===== src/hw/rtl/nhe_bbox.sv =====
// Bounding box accumulator: min/max registers per axis, spans out.
// Uses no package.
`default_nettype none

module nhe_bbox #(
  parameter int COORD_BITS = 32
) (
  input  logic                         clk,
  input  logic                         init,
  input  logic signed [COORD_BITS-1:0] slot_x,
  input  logic signed [COORD_BITS-1:0] slot_y,
  input  logic                         upd,
  input  logic signed [COORD_BITS-1:0] pt_x,
  input  logic signed [COORD_BITS-1:0] pt_y,
  output logic [COORD_BITS-1:0]        span_x,
  output logic [COORD_BITS-1:0]        span_y
);

  logic signed [COORD_BITS-1:0] lo_x, hi_x, lo_y, hi_y;

  always_ff @(posedge clk) begin
    if (init) begin
      lo_x <= slot_x;
      hi_x <= slot_x;
      lo_y <= slot_y;
      hi_y <= slot_y;
    end else if (upd) begin
      if (pt_x < lo_x) lo_x <= pt_x;
      if (pt_x > hi_x) hi_x <= pt_x;
      if (pt_y < lo_y) lo_y <= pt_y;
      if (pt_y > hi_y) hi_y <= pt_y;
    end
  end

  // hi >= lo, so the difference always fits unsigned in COORD_BITS
  assign span_x = COORD_BITS'(hi_x - lo_x);
  assign span_y = COORD_BITS'(hi_y - lo_y);

endmodule

`default_nettype wire


===== config.mk =====
export PLATFORM = sky130hd
export DESIGN_NAME = nhe_bbox
export DESIGN_NICKNAME = d
export VERILOG_FILES = /design/src/hw/rtl/nhe_bbox.sv
export SDC_FILE = /design/constraint.sdc
export NUM_CORES = 1
export LEC_CHECK = 0
export BUFFER_PORTS_ARGS = -buffer_cell sky130_fd_sc_hd__buf_4
export CORE_ASPECT_RATIO = 2
export CORE_MARGIN = 2
export CORE_UTILIZATION = 42
export CTS_BUF_LIST = sky130_fd_sc_hd__clkbuf_8
export CTS_CLUSTER_SIZE = 8
export DETAILED_ROUTE_END_ITERATION = 16
export GPL_TIMING_DRIVEN = 0
export PLACE_DENSITY = 0.69
export SYNTH_ARGS = -nofsm -noshare
export SYNTH_HDL_FRONTEND = slang
export SYNTH_SLANG_ARGS = --single-unit
export TNS_END_PERCENT = 100

===== constraint.sdc =====
create_clock -name clk -period 8.7 [get_ports clk]
set_clock_uncertainty 0.1 [all_clocks]
set_input_delay 1.305 -clock clk [delete_from_list [all_inputs] [get_ports clk]]
set_output_delay 1.305 -clock clk [all_outputs]
set_load 0.005 [all_outputs]

==> results by group, run 1 <==
Run status
  – Status: finished, final reports clean

Synthesis
  – Synth Register Bits: 128
  – YS warnings: 0
  – Ys flop type: edfxtp_1
  – Area contributors post-synth: edfxtp_1 (35%), ha_1 (21%), mux2_2 (6.3%)
  – Count leader, synth: ha_1
  – Post-Synth XOR/XNOR Area: 0.0437
  – Simple-Gate Fraction of Synth Area: 0.0975
  – Fraction of registers with async set/reset: 0
  – Post-synthesis compound-gate area fraction: 0.173
  – Mux contribution to synthesized area: 0.0634
  – Synth Net Count: 1,427
  – Netlist cell types: a little over 60
  – Area share of fa/ha/maj cells after synthesis: 0.217
  – Number of synthesized flops with an enable pin: between 100 and 150
  – Sequential share of the synthesized area: 0.349
  – Post-synth top area share: 0.349
  – Largest family of logic cells by synthesized area: adder cells
  – Synth Instances: about 1,100
  – Most frequent cells after synthesis: ha_1 (188), inv_1 (150), edfxtp_1 (128)
  – Post-synth top area cell: edfxtp_1
  – Mean Syn Cell Area: 9.96 um^2
  – Synthesized area: 0.0110 mm^2

STA
  – Final setup fails: 0
  – Final TNS setup: 0 ns
  – Fin crit share: 0.624
  – Worst slew pin tran: between 1 and 1.5 ns
  – Slew HR: 0.317
  – Final hold viol count: 0
  – RSZ-0062 raised after global routing: false
  – Hold Slack: roughly 1 ns
  – Post-route minimum period: ~5.4 ns
  – Max Slew Vio Count: 0
  – Fmax: 184 MHz

Power
  – Peak supply drop: 141 uV
  – Final total power: 2.49 mW
  – Pwr dens: 188 mW/mm^2
  – Leakage: about 6.4 nW

Global routing
  – First-pass GRT wire length: ~48,000 um
  – Pin count of the biggest net entering global routing: 33
  – GRT overflow: 0
  – Via count of the first global-routing pass: 9,758
  – Total GRT Usage: 0.228
  – Antenna violations before repair: 0

Setup path
  – Delay-heaviest family, CP: compound AO/OA/AOI/OAI gates
  – Critical Path End Type: primary output
  – Crit Path Class: reg -> out
  – CP max stage cell: a211oi_1
  – Critical path, cell by cell: ha_1, fa_1, nor2b_1, o21bai_1, a211oi_1, o31ai_1, a211oi_1, o211ai_1, o211ai_1, xor2_1, buf_4
  – Setup crit start kind: register
  – Worst-path fanout max: 3
  – Buf/Inv on CP: 1
  – Worst path required time: about 7.3 ns
  – Critical Path AT: 4.03 ns
  – Max stage delay on crit path: 0.54 ns

Clock tree
  – # resized after CTS: 0
  – Hold Buf Count CTS: 0
  – CTS Root Cell: clkbuf_8
  – Setup Fix Bufs, Post-CTS: 0
  – Clk buf depth: 2
  – Worst-Skew Late Latency: 0.51 ns
  – H-tree levels: 4
  – Total clock sinks: 128
  – Clock-pin slew of the registers on the worst-case setup and hold paths: 0.07 ns
  – CTS Buf Count: 17
  – TritonCTS clock tree: yes

Die
  – Top Ports: 195
  – Initial Utilization: 0.428
  – Die Width: 119 um
  – Row cnt: 83
  – Core ar.: 0.0258 mm^2
  – Full die area: 0.0276 mm^2
  – Die height: 233 um

Run
  – Maxcap violations: 0

Detailed routing
  – Pre-Repair DR Iteration Count: 5
  – DRT iter0 DRCs: 365
  – Routed Antenna Nets: 0
  – Final WL: 31,100 um
  – DR WL/cell: ~19 um
  – Via density: 5.52
  – Remaining DRCs: 0
  – Vias: 9,205

Final layout
  – NumNets Final: around 1,600
  – Diode count: 0
  – Layout cells sized above 1: 0.220
  – Fill count: around 2,400
  – Area Overhead vs Synth: 20.4%

Worst hold path
  – Hold Crit Class: in -> reg

Placement
  – Port bufs: ~190
  – RePlAce Congestion: slightly below 1
  – Final HPWL DP: roughly 25,000 um
[where the power goes]
part / total [mW] / switching, mW / internal (mW) / leakage, nW
Clock: 0.513 / 0.243 / 0.270 / 0.199
Sequential: 0.801 / 0.0309 / 0.770 / 1.28
Combinational: 1.18 / 0.630 / 0.545 / 4.89
[state kept, by name, indices dropped and copies added (netlist names)]
signal and cells:
hi_x 32, hi_y 32, lo_x 32, lo_y 32
[logic make-up after synthesis]
family | after synthesis
multiplexers | 62
flip-flops | 128
AO/OA/AOI/OAI | 294
buffers and inverters | 166
AND/OR/NAND/NOR | 211
adder cells (fa/ha/maj) | 190
XOR/XNOR | 55
[layout by cell type, fill, tap and decap left out, drive strengths merged, types with 8 or more instances in the layout]
cell type,count
xor2,21
nor2,47
o21a,11
nor3,11
inv,153
nor2b,12
nand3,17
a31oi,10
o21bai,8
nand4,30
o21ai,51
mux2,62
nand2,52
buf,193
xnor2,34
a21o,63
edfxtp,128
a21oi,92
nand2b,8
ha,188
o211ai,9
a211oi,12
clkbuf,33
[area by class of cell]
type | instances | area, um^2 | share of cell area
Clock buffer | 17 | 234 | 0.0176
Tap cell | 340 | 425 | 0.0321
Buffer | 16 | 60.1 | 0.00453
Sequential cell | 128 | 3840 | 0.290
Multi-Input combinational cell | 812 | 6560 | 0.494
Timing Repair Buffer | 193 | 1450 | 0.109
Inverter | 150 | 563 | 0.0424
Clock inverter | 13 | 131 | 0.00990
[routing by layer]
layer	global-route usage	vias to the layer above	wire (um)
met3	0.0310	73	1050
li1	-	4506	-
met4	0.146	0	1660
met2	0.469	256	18100
met1	0.198	4370	10300
met5	0	-	0
[per-stage QoR]
| step | worst slack (ns) | std cells | utilization | instance area (um^2) |
|---|---|---|---|---|
| global placement | 3.75 | 1639 | 0.501 | 12900 |
| detailed placement | 3.97 | 1639 | 0.501 | 12900 |
| CTS | 3.39 | 1669 | 0.515 | 13300 |
| finish | 3.27 | 1669 | 0.515 | 13300 |
| global route | 3.17 | 1669 | 0.515 | 13300 |
| floorplan | 4.77 | 1106 | - | 11000 |
[path summary, 6_finish.rpt]
path                       from                 end  slack [ns]  cells after the start
max           lo_x[0]$_DFFE_PP_          span_x[24]        3.27                     11
max reg2reg   hi_y[9]$_DFFE_PP_   hi_y[3]$_DFFE_PP_        5.23                     10
min reg2reg  lo_y[30]$_DFFE_PP_   lo_y[1]$_DFFE_PP_        1.48                      4
min                  slot_y[18]  hi_y[18]$_DFFE_PP_        1.01                      2
Power figures use the tool's default switching activity.
==> run 2, diff against run 1 <==
--- a/config.mk
+++ b/config.mk
@@ -13,7 +13,7 @@
 export CTS_CLUSTER_SIZE = 8
 export DETAILED_ROUTE_END_ITERATION = 16
 export GPL_TIMING_DRIVEN = 0
-export PLACE_DENSITY = 0.69
+export PLACE_DENSITY = 0.71
 export SYNTH_ARGS = -nofsm -noshare
 export SYNTH_HDL_FRONTEND = slang
 export SYNTH_SLANG_ARGS = --single-unit
==> constraint.sdc (replaced) <==
create_clock -name clk -period 4.4 [get_ports clk]
set_clock_uncertainty 0.1 [all_clocks]
set_input_delay 0.66 -clock clk [delete_from_list [all_inputs] [get_ports clk]]
set_output_delay 0.66 -clock clk [all_outputs]
set_load 0.005 [all_outputs]
==> results by group, run 2 (synthesized netlist as in run 1, its figures left out) <==
Run status
  – Status: finished, final reports clean

Placement
  – RePlAce Congestion: 0.908
  – Placed cells: 1,639
  – Final HPWL DP: 25,800 um
  – Placement Setup Slack: approximately 0.22 ns
  – Port bufs: 193

Setup path
  – Worst reg2reg path startpoint: lo_y[1]$_DFFE_PP_
  – R2R Path End: lo_y[3]$_DFFE_PP_
  – Reg2reg path depth: 8
  – Critical Path End Type: primary output
  – Worst path required time: 3.64 ns
  – Critical Path AT: between 3 and 4 ns
  – Setup crit start kind: register
  – Worst-path fanout max: 3
  – Reg2reg setup slack: 0.91 ns
  – Crit Path Class: reg -> out

Global routing
  – First-pass GRT wire length: 48,400 um
  – Antenna violations before repair: 0
  – Via count of the first global-routing pass: 10,024
  – GRT overflow: 0
  – Pin count of the biggest net entering global routing: 33
  – Total GRT Usage: 0.228

STA
  – Fin crit share: 0.984
  – Final setup fails: 0
  – Slew HR: 0.301
  – Final hold viol count: 0
  – Max Slew Vio Count: 0
  – Final setup margin: 0.0697 ns
  – Final TNS setup: 0 ns
  – RSZ-0062 raised after global routing: true
  – Worst slew pin tran: 1.05 ns
  – Post-route minimum period: around 4.3 ns
  – Fmax: 231 MHz

Power
  – Combinational Power Share: 0.492
  – Leakage: 6.38 nW
  – Final total power: between 4 and 5 mW
  – Net Sw Frac: 0.372
  – Psw: 1.81 mW
  – Cell internal pwr: 3.05 mW
  – Reg power frac: 0.326
  – Pwr dens: 363 mW/mm^2
  – Peak supply drop: about 280 uV
  – Clock share of power: 0.182

Run
  – Maxcap violations: 0

Die
  – Core ar.: 0.0258 mm^2
  – Initial Utilization: 0.428
  – Top Ports: between 150 and 200
  – Die Width: 119 um
  – Full die area: 0.0276 mm^2
  – Die height: roughly 230 um
  – Row cnt: 83

Worst hold path
  – Hold Crit Class: in -> reg
  – Worst hold path endpoint: lo_y[26]$_DFFE_PP_
  – Hold_sp: slot_y[26]
  – WHS Path Cells: 2

Detailed routing
  – Vias: between 9,000 and 10,000
  – Pre-Repair DR Iteration Count: 5
  – DR WL/cell: 18.7 um
  – Remaining DRCs: 0
  – Routed Antenna Nets: 0
  – DRT iter0 DRCs: around 260
  – Via density: 5.51
  – Final WL: 31,400 um

Clock tree
  – Clock-pin slew of the registers on the worst-case setup and hold paths: 0.08 ns
  – CTS Buf Count: 17
  – H-tree levels: 4
  – Clk buf depth: 2
  – CTS Root Cell: clkbuf_8
  – Total clock sinks: 128
  – Worst-Skew Late Latency: roughly 0.49 ns
  – TritonCTS clock tree: yes

Final layout
  – Most frequent cells in the layout: buf_4 (199), ha_1 (184), inv_1 (152)
  – Area Overhead vs Synth: 21.4%
  – Final non-filler cell total: 1,675
  – Layout cells sized above 1: 0.238
  – Diode count: 0
  – Final core occ: 0.519
  – Most common cell after layout, fill and taps aside: buf_4
  – NumNets Final: 1,645
[run 2: per-stage QoR]
stage	cell area (um^2)	hold WS, ns
3_3_place_gp	12900	0.877
6_report	13400	0.390
4_1_cts	13300	0.348
2_1_floorplan	11000	0.779
3_5_place_dp	12900	0.885
5_1_grt	13400	0.370
[run 2: area by class of cell]
type | instances | area (um^2)
Fill cell | 2481 | 12400
Multi-Input combinational cell | 812 | 6670
Sequential cell | 128 | 3840
Timing Repair Buffer | 199 | 1490
Inverter | 150 | 563
Tap cell | 340 | 425
Clock buffer | 17 | 234
Clock inverter | 13 | 85.1
Buffer | 16 | 60.1
[run 2: worst max-delay path by stage]
| stage | startpoint | end | slack, ns | depth (start not counted) |
|---|---|---|---|---|
| 2_1_floorplan | lo_x[0]$_DFFE_PP_ | span_x[30] | 1.12 | 10 |
| 3_3_place_gp | pt_x[17] | lo_x[10]$_DFFE_PP_ | 0.01 | 9 |
| 3_5_place_dp | lo_y[0]$_DFFE_PP_ | span_y[30] | 0.22 | 11 |
| 4_1_cts | lo_x[0]$_DFFE_PP_ | span_x[28] | -0.03 | 11 |
| 5_1_grt | hi_y[8]$_DFFE_PP_ | span_y[29] | -0.02 | 11 |
| 6_report | hi_y[8]$_DFFE_PP_ | span_y[29] | 0.07 | 11 |
[run 2: worst max-delay path: stages (launching register included)]
cell	delay, ns
edfxtp_1	0.44
ha_2	0.24
a211oi_4	0.26
or3b_4	0.41
nor4_4	0.32
nor2_1	0.10
a32o_2	0.35
a211oi_4	0.33
buf_4	0.18
nand4b_1	0.12
o311ai_2	0.16
buf_4	0.17
[run 2: routing by layer]
metal	GRT usage	part of all wire
met1	0.191	0.33
met5	0	0
met3	0.0398	0.033
met4	0.152	0.064
met2	0.470	0.58
[run 2: timing repair]
action / CTS / global route
buffers inserted: 1 / 5
endpoints found under the setup margin: 10 / 7
pin swaps: 2 / 10
hold buffers: 0 / 0
resized for setup: 9 / 18
[run 2: power groups by stage]
| stage | sequential [mW] | combinational [mW] | clock, mW |
|---|---|---|---|
| global route | 1.60 | 2.63 | 0.946 |
| finish | 1.58 | 2.39 | 0.882 |
| global placement | 1.61 | 2.30 | 0 |
| floorplan | 1.59 | 1.36 | 0 |
| detailed placement | 1.61 | 2.33 | 0 |
| CTS | 1.58 | 2.36 | 0.912 |
